`src/hw/rtl/ljpf_div_step.sv`:
```
// One restoring division step against a 64-bit divisor.
module ljpf_div_step (
   input  logic [63:0] rem_i,
   input  logic        bit_i,
   input  logic [63:0] div_i,
   output logic [63:0] rem_o,
   output logic        q_o
);

   logic [64:0] trial;
   logic [65:0] diff;

   assign trial = {rem_i, bit_i};
   assign diff  = {1'b0, trial} - {2'b00, div_i};
   assign q_o   = ~diff[65];
   assign rem_o = q_o ? diff[63:0] : trial[63:0];

endmodule

```
`config.mk`:
```
export PLATFORM = sky130hd
export DESIGN_NAME = ljpf_div_step
export DESIGN_NICKNAME = d
export VERILOG_FILES = /design/src/hw/rtl/ljpf_div_step.sv
export SDC_FILE = /design/constraint.sdc
export NUM_CORES = 1
export LEC_CHECK = 0
export ABC_AREA = 1
export BUFFER_PORTS_ARGS = -buffer_cell sky130_fd_sc_hd__buf_2
export CAP_MARGIN = 20
export CORE_MARGIN = 5
export CORE_UTILIZATION = 61
export DETAILED_ROUTE_END_ITERATION = 12
export PLACE_DENSITY_LB_ADDON = 0.15
export SYNTH_ARGS = -nofsm -noshare
export SYNTH_HDL_FRONTEND = slang
export SYNTH_SLANG_ARGS = --single-unit
```
`constraint.sdc`:
```
create_clock -name vclk -period 5.84
set_clock_uncertainty 0.1 [all_clocks]
set_input_delay 0.292 -clock vclk [all_inputs]
set_output_delay 0.292 -clock vclk [all_outputs]
set_load 0.01 [all_outputs]
```
# After elaboration in Yosys (flattened, before gate mapping)

Cells that the tools add are included.

$add $sub $neg: 1
$mul: 0
Div/mod/pow operators: 0
Magnitude comparators: 0
Equality and inequality tests: 0
Shift-type cells: 0
Mux-type cells: 1
Bitwise operators: 1
Reduce and logical (&&, ||, !) cells: 0

Operator list:

| operator                     | number |
|---|---|
| subtractor 65 x 64 -> 66 bit | 1 |
| two-way mux 64 bit           | 1 |
| NOT 1 bit                    | 1 |

Bits in registers: 0
Latch bits: 0
Bits in writable memories: 0
Bits in read-only memories: 0
Input port bits: 129
Output and inout port bits: 65
Logic and storage cells: 3
Memories kept: 0

# Longest topological paths before layout

Gate-level depths: netlist of run 1.

Word-level depth: 2
Mapped depth: 19
Mapped depth without buffers: 17

# Least setup slack after synthesis of run 1

No wires, ideal clock.

Path type: input -> output
Start point: in div_i[56]
End point: out rem_o[10]
Arrival time: 1.931 ns
Data required time: 5.448 ns
Slack: 3.517 ns
Stages on the path: 12
Path buffers: 1
Cells stage by stage: inv_1 -> ha_1 -> nand2_1 -> inv_2 -> a21oi_1 -> inv_1 -> o21ai_1 -> nand3_1 -> nor2_4 -> clkbuf_1 -> nand3_1 -> nand2_1

Cells in the longest elaborated chain, start to end: 2

RTL lines:

| what                         | line | source |
|---|---|---|
| start, declared              | 5    | `input logic [63:0] div_i,` |
| subtractor 65 x 64 -> 66 bit | 14   | `assign diff = {1'b0, trial} - {2'b00, div_i};` |
| two-way mux 64 bit           | 16   | `assign rem_o = q_o ? diff[63:0] : trial[63:0];` |
| end, declared                | 6    | `output logic [63:0] rem_o,` |

Every way passes these cells.

# Worst setup path in the final report of run 1

Start point: in rem_i[5]
End point: out rem_o[0]

Cells in the longest elaborated chain, start to end: 2

RTL lines:

| what                         | line | source |
|---|---|---|
| start, declared              | 3    | `input logic [63:0] rem_i,` |
| subtractor 65 x 64 -> 66 bit | 14   |  |
| two-way mux 64 bit           | 16   |  |

Every way passes these cells.

==> results of run 1 <==
[layer usage]
layer | vias up | part of all wire (%)
met5 | - | 0
li1 | 4978 | -
met3 | 92 | 7.6
met1 | 4211 | 39
met4 | 0 | 5.1
met2 | 500 | 48
[kinds of logic after synthesis]
| logic type | after synthesis | synth area share, % |
|---|---|---|
| xor+xnor | 31 | 3.80 |
| fa+ha+maj | 65 | 11.5 |
| compound gates | 51 | 3.71 |
| simple gates | 1005 | 58.9 |
| buf+inv | 404 | 22.1 |
[stage by stage]
step	cell area [sq um]	std cells	setup WS (ns)
5_1_grt	8170	1874	1.67
6_report	8170	1874	1.96
4_1_cts	8170	1874	2.00
2_1_floorplan	7140	1556	3.52
3_5_place_dp	8170	1874	2.03
3_3_place_gp	8170	1874	2.05
[Yosys cell counts (all sizes together)]
| cell type | instances |
|---|---|
| o21bai | 1 |
| o21ai | 5 |
| clkbuf | 7 |
| buf | 13 |
| fa | 1 |
| a21oi | 45 |
| nor4 | 6 |
| xor2 | 30 |
| clkinv | 1 |
| nand3b | 8 |
| nand4 | 16 |
| ha | 64 |
| and2 | 3 |
| nand3 | 147 |
| nor3 | 10 |
| xnor2 | 1 |
| inv | 383 |
| nand2 | 695 |
| and3 | 2 |
| nor2 | 118 |
[cell type report]
cell class                      count  area share, %
Inverter                          384           17.6
Tap cell                          143           2.19
Multi-Input combinational cell   1152           68.2
Timing Repair Buffer              195           12.0
[power groups by stage]
| stage | Clock [uW] | Combinational, uW | Sequential, uW |
|---|---|---|---|
| after CTS | 0 | 884 | 0 |
| after global routing | 0 | 1000 | 0 |
| after global placement | 0 | 861 | 0 |
| final | 0 | 898 | 0 |
| after detailed placement | 0 | 881 | 0 |
| after floorplan | 0 | 602 | 0 |
[worst paths after layout]
check,startpoint,to,slack [ns],cells past startpoint
worst min-delay path,rem_i[13],rem_o[14],0.81,4
worst max-delay path,rem_i[5],rem_o[0],1.96,16
[critical path: stages]
cell and delay, ns:
buf_2 0.11, ha_1 0.34, nand2_1 0.08, nand2_1 0.09, nand2_1 0.07, nand2_1 0.11, inv_2 0.07, nand3_2 0.12
nand2_1 0.10, nand2_2 0.10, nand2_1 0.12, nand2_2 0.10, nand2_4 0.52, nand2_4 0.65, o21ai_0 0.36, buf_2 0.18
==> impl_metrics.csv, run 1 <==
group,metric,value,unit
status,status,"completed",
cells_and_area,n_antenna_cell,0,
synth,synthTopCellsByArea,"nand2_1, inv_1, ha_1",
die,core,0.0115,sq mm
cells_and_area,postLayoutCoreUtil,71.2,%
die,fp.dieArea,0.0140,sq mm
sta,tightest_slew,0.818,ns
cts,hold_buffers,0,
sta,fin_crit_sh,66.4,%
sta,max_freq,258,MHz
cells_and_area,mostFrequentLayoutCells,"nand2_1, inv_1, buf_2",
power_and_ir_drop,peakVddDrop,0.0863,mV
route,viasPerCell,5.22,
synth,yosysUniqueCellTypes,34,
cells_and_area,num-clock-buffers,0,
cells_and_area,seqCellArea,0,sq um
cts,post_cts_resized,0,
setup_path,required,5.45,ns
sta,drv_slew,0,
sta,rsz0062_at_grt,"false",
power_and_ir_drop,p_per_area,110,mW/mm^2
power_and_ir_drop,internal_power,318,uW
cells_and_area,final_common_cell,"nand2_1",
die,io_pins,194,
cells_and_area,numSequentialCells,0,
global_route,grt_pass1_wl,41400,um
power_and_ir_drop,power,898,uW
synth,netlist_instances,1556,
power_and_ir_drop,p_switching,579,uW
synth,ys_seq_area_share,0,%
sta,max_slew_margin,45.5,%
setup_path,startpoint_type,"input port",
cells_and_area,nNetsFinal,1927,
run,drv_cap,0,
die,die_w,118,um
sta,hold_slack,0.809,ns
global_route,met2_usage,64.9,%
setup_path,path_max_fanout,66,
place,hpwl,22900,um
power_and_ir_drop,pwr-share-comb,100.0,%
route,antenna_left,0,
setup_path,arrival,3.49,ns
die,start_util,62.3,%
place,gp_congestion,1.10,
synth,yosysWarnings,0,
power_and_ir_drop,leakage,0.00584,uW
synth,synth_nets,1750,
synth,syn_area,0.00714,sq mm
route,dr.pass1.iters,8,
global_route,antenna_found_initial,0,
setup_path,end_kind,"output port",
power_and_ir_drop,sw_frac_of_total,64.5,%
cells_and_area,multi_input_area,0.00557,sq mm
global_route,overflow,0,
synth,synth_area_per_cell,4.59,sq um
synth,synth_top_area_share,36.2,%
cts,post_cts_buffers,0,
power_and_ir_drop,pwr-share-seq,0,%
route,wire_per_inst,14.2,um
power_and_ir_drop,clkPwrFrac,0,%
global_route,grt_use_met3,2.39,%
route,num_vias,9781,
global_route,grt_usage,35.2,%
route,drc,0,
sta,period_minus_slack,3.88,ns
global_route,grt_pass1_vias,8702,
global_route,grt_start_max_net_pins,67,
min_path,worstHoldPathType,"in -> out",
global_route,busiest_layer,"met2",
setup_path,criticalPathCategory,"in -> out",
cells_and_area,area_delta_synth_final,14.3,%
cells_and_area,drive_gt1_share,13.7,%
place,portBuffers,194,
die,dieHeight,118,um
sta,setup_viol,0,
sta,setup-tns-final,0,ns
route,wl,26500,um
synth,synth_largest_area_cell,"nand2_1",
route,drt_iter0_markers,918,
die,rows,39,
global_route,use_met1,42.0,%
sta,hold_violations,0,
cells_and_area,fillers,1137,
Note: power is estimated with default switching activity, not from simulation.
==> run 2: changes to the inputs <==
Settings changed: CORE_UTILIZATION 61 to 57.
Clock period 5.84 ns to 4.05 ns, I/O delays scaled along.
==> run 2 against run 1 <==
  * Worst setup slack got worse by 1.1 ns
  * Die area rose by 6.4%
  * Non-clock buffer count rose by 2
  * First-iteration DRC count fell by 26%
  * Combinational power is 44% higher
  * Count of clock-buffer cells in the layout unchanged
  * Sequential share of layout area unchanged
  * Cell count is 1.4% higher
  * Hold slack got worse by 0.18 ns
  * Wire length is 0.56% lower
  * Largest cell class unchanged
  * Highest routed layer unchanged
==> impl_metrics.csv, run 2 (same netlist as run 1, synthesis figures left out) <==
group,metric,value,unit
die,start_util,58.7,%
setup_path,startpoint_type,"input port",
cells_and_area,final_common_cell,"nand2_1",
cts,post_cts_buffers,0,
route,num_vias,9656,
setup_path,path_max_fanout,46,
power_and_ir_drop,peakVddDrop,0.0892,mV
global_route,grt_usage,33.6,%
cells_and_area,area_delta_synth_final,15.0,%
min_path,worstHoldPathType,"in -> out",
die,rows,40,
sta,period_minus_slack,3.16,ns
place,post-place-ws,0.921,ns
setup_path,cp_slowest_stage_delay,0.47,ns
place,placed_area,0.00821,sq mm
sta,drv_slew,0,
sta,fin_crit_sh,78.0,%
sta,setup-tns-final,0,ns
sta,rsz0062_at_grt,"false",
cells_and_area,mostFrequentLayoutCells,"nand2_1, inv_1, buf_2",
setup_path,end_kind,"output port",
power_and_ir_drop,leakage,0.00585,uW
setup_path,cp_common_cell,"nand2_1",
cts,hold_buffers,0,
sta,fin_ws,0.890,ns
global_route,grt_pass1_wl,40400,um
cells_and_area,seqCellArea,0,sq um
global_route,use_met1,39.3,%
global_route,grt_use_met3,2.23,%
cells_and_area,drive_gt1_share,13.8,%
cells_and_area,fin_area,0.00821,sq mm
sta,setup_viol,0,
setup_path,required,3.75,ns
cells_and_area,postLayoutCoreUtil,67.5,%
route,drc,0,
route,dr.pass1.iters,5,
place,hpwl,23000,um
die,fp.dieArea,0.0149,sq mm
global_route,met2_usage,61.0,%
status,status,"completed",
setup_path,path_cells,"buf_2 -> ha_1 -> nand2_1 -> nor2_2 -> inv_2 -> nor2_4 -> inv_2 -> nor2_2 -> nand2_1 -> nand2_2 -> nand2_4 -> nand2_4 -> buf_4 -> nand2_1 -> nand2_1 -> buf_2",
global_route,grt_start_max_net_pins,64,
cells_and_area,numSequentialCells,0,
die,die_w,122,um
global_route,busiest_layer,"met2",
global_route,grt_pass1_vias,8676,
setup_path,arrival,2.86,ns
cells_and_area,n_antenna_cell,0,
die,dieHeight,122,um
global_route,overflow,0,
power_and_ir_drop,p_per_area,157,mW/mm^2
place,gp_congestion,1.10,
die,io_pins,194,
route,drt_iter0_markers,679,
cts,post_cts_resized,0,
setup_path,slowest_stage,"nand2_4",
route,antenna_left,0,
sta,tightest_slew,0.690,ns
die,core,0.0122,sq mm
run,drv_cap,0,
route,wire_per_inst,13.9,um
setup_path,criticalPathCategory,"in -> out",
place,portBuffers,194,
sta,max_freq,316,MHz
cells_and_area,num-clock-buffers,0,
route,viasPerCell,5.08,
sta,hold_violations,0,
route,wl,26400,um
global_route,antenna_found_initial,0,
cells_and_area,nNetsFinal,1929,
sta,max_slew_margin,54.0,%
-- run 2: cell types whose count changed in the layout (fill, tap and decap cells not counted) --
cell	delta
buf_4	+2
-- run 2: worst max-delay path, delay by kind of cell --
| kind | cells | cell delay, ns |
|---|---|---|
| simple gates | 10 | 1.49 |
| buf+inv | 5 | 0.74 |
| fa+ha+maj | 1 | 0.39 |
-- run 2: layer usage --
metal / routed length, um / vias to the layer above
met3: 1840 / 88
met5: 0 / -
met4: 1610 / 0
met1: 10300 / 4167
met2: 12600 / 426
li1: - / 4975
-- run 2: final cells by class --
cell class / count / area (sq um)
fillers: 1249 / 3950
multi-input cells: 1152 / 5570
inverters: 384 / 1440
repair buffers: 197 / 993
well taps: 168 / 210
-- run 2: report_power, final --
part / total, uW / switching [uW] / leakage, uW / internal [uW]
Sequential: 0 / 0 / 0 / 0
Clock: 0 / 0 / 0 / 0
Combinational: 1290 / 834 / 0.00585 / 460
-- run 2: per-stage QoR --
stage / instances / power [uW] / hold slack, ns
after detailed placement: 1901 / 1270 / 0.634
after floorplan: 1556 / 868 / 0.445
after CTS: 1901 / 1280 / 0.635
after global placement: 1901 / 1260 / 0.631
final: 1901 / 1290 / 0.632
after global routing: 1901 / 1440 / 0.651
-- run 2: path summary, 6_finish.rpt --
| path | start | end | slack [ns] | cells after the start |
|---|---|---|---|---|
| worst max-delay path | rem_i[31] | rem_o[21] | 0.89 | 16 |
| worst min-delay path | rem_i[7] | rem_o[8] | 0.63 | 4 |
==> run 3: changes to the inputs <==
Settings changed: CORE_UTILIZATION 57 to 51.
Clock period 4.05 ns to 2.8 ns, I/O delays scaled along.
==> run 3 against run 2 <==
  * First-iteration DRC count is 9.4% lower
  * Hold slack worse by 0.13 ns
  * Cell count is 1.1% higher
  * Non-clock buffer count is 9 higher
  * Combinational power is 49% higher
  * Global-route usage is 2.0 points lower
  * Critical path type unchanged
  * Highest routed layer unchanged
==> impl_metrics.csv, run 3 (same netlist as run 1, synthesis figures left out) <==
group,metric,value,unit
status,status,"completed",
sta,fin_crit_sh,91.7,%
die,core,0.0138,sq mm
cells_and_area,mostFrequentLayoutCells,"nand2_1, inv_1, buf_2",
sta,period_minus_slack,2.57,ns
sta,max_freq,390,MHz
route,wl,27200,um
global_route,grt_pass1_vias,8764,
route,dr_wl_met3,1430,um
global_route,overflow,0,
cells_and_area,numSequentialCells,0,
sta,setup-tns-final,0,ns
die,fp.dieArea,0.0165,sq mm
route,wire_per_inst,14.2,um
cells_and_area,final_common_cell,"nand2_1",
cts,post_cts_buffers,0,
sta,tightest_slew,0.405,ns
sta,fin_ws,0.234,ns
sta,hold_violations,0,
global_route,antenna_found_initial,0,
sta,hold_slack,0.506,ns
sta,drv_slew,0,
cts,hold_buffers,0,
cells_and_area,fin_area,0.00834,sq mm
cells_and_area,num-clock-buffers,0,
place,portBuffers,194,
place,post-place-ws,0.180,ns
setup_path,arrival,2.33,ns
power_and_ir_drop,power,1920,uW
route,antenna_left,0,
setup_path,path_max_fanout,4,
sta,max_slew_margin,73.0,%
route,dr.pass1.iters,5,
die,die_w,128,um
place,hpwl,24200,um
cells_and_area,seqCellArea,0,sq um
sta,rsz0062_at_grt,"false",
setup_path,required,2.56,ns
setup_path,startpoint_type,"input port",
global_route,grt_usage,31.6,%
min_path,worstHoldPathType,"in -> out",
setup_path,end_kind,"output port",
route,viasPerCell,4.99,
route,met2_length,13000,um
run,drv_cap,0,
die,dieHeight,128,um
cells_and_area,drive_gt1_share,14.3,%
place,gp_congestion,1.03,
global_route,grt_start_max_net_pins,64,
power_and_ir_drop,leakage,0.00591,uW
sta,setup_viol,0,
die,start_util,51.7,%
power_and_ir_drop,p_per_area,230,mW/mm^2
power_and_ir_drop,peakVddDrop,0.115,mV
cells_and_area,area_delta_synth_final,16.7,%
setup_path,criticalPathCategory,"in -> out",
cts,post_cts_resized,0,
die,io_pins,194,
route,drc,0,
route,wl_met1,11300,um
cells_and_area,nNetsFinal,1938,
global_route,grt_pass1_wl,42400,um
cells_and_area,n_antenna_cell,0,
route,num_vias,9582,
die,rows,43,
place,placed_area,0.00833,sq mm
route,top_layer,"met4",
route,drt_iter0_markers,615,
run 3: path summary, 6_finish.rpt:
kind	slack (ns)	depth (start not counted)	end	start
setup / recovery	0.23	17	rem_o[56]	bit_i
hold / removal	0.51	4	rem_o[10]	rem_i[9]
run 3: cell type report:
| class | instances | area (sq um) |
|---|---|---|
| fillers | 1512 | 5490 |
| inverters | 384 | 1440 |
| multi-input cells | 1152 | 5570 |
| well taps | 180 | 225 |
| repair buffers | 206 | 1100 |
run 3: layer usage:
| layer | GRT usage (%) | up-vias |
|---|---|---|
| met4 | 13.4 | 0 |
| met1 | 37.8 | 4191 |
| met5 | 0 | - |
| li1 | - | 4998 |
| met3 | 1.99 | 67 |
| met2 | 58.1 | 326 |
run 3: worst max-delay path, cell delays in order:
cell     delay, ns
buf_2         0.09
inv_1         0.06
ha_1          0.14
inv_1         0.07
fa_1          0.43
nand3_1       0.12
nand3_2       0.11
nand2_1       0.08
nand2_1       0.13
nand2_1       0.09
nand3_1       0.25
nand3_1       0.19
nand2_1       0.07
nand2_1       0.07
nand3_1       0.10
nand2_1       0.07
buf_2         0.12
run 3: per-stage QoR:
stage | cells | util [%]
finish | 1922 | 60.3
global route | 1922 | 60.3
CTS | 1922 | 60.3
detailed placement | 1922 | 60.3
global placement | 1922 | 60.3
floorplan | 1556 | -
run 3: power by group:
part	internal (uW)	switching, uW
logic	689	1230
clock network	0	0
registers	0	0
total	689	1230
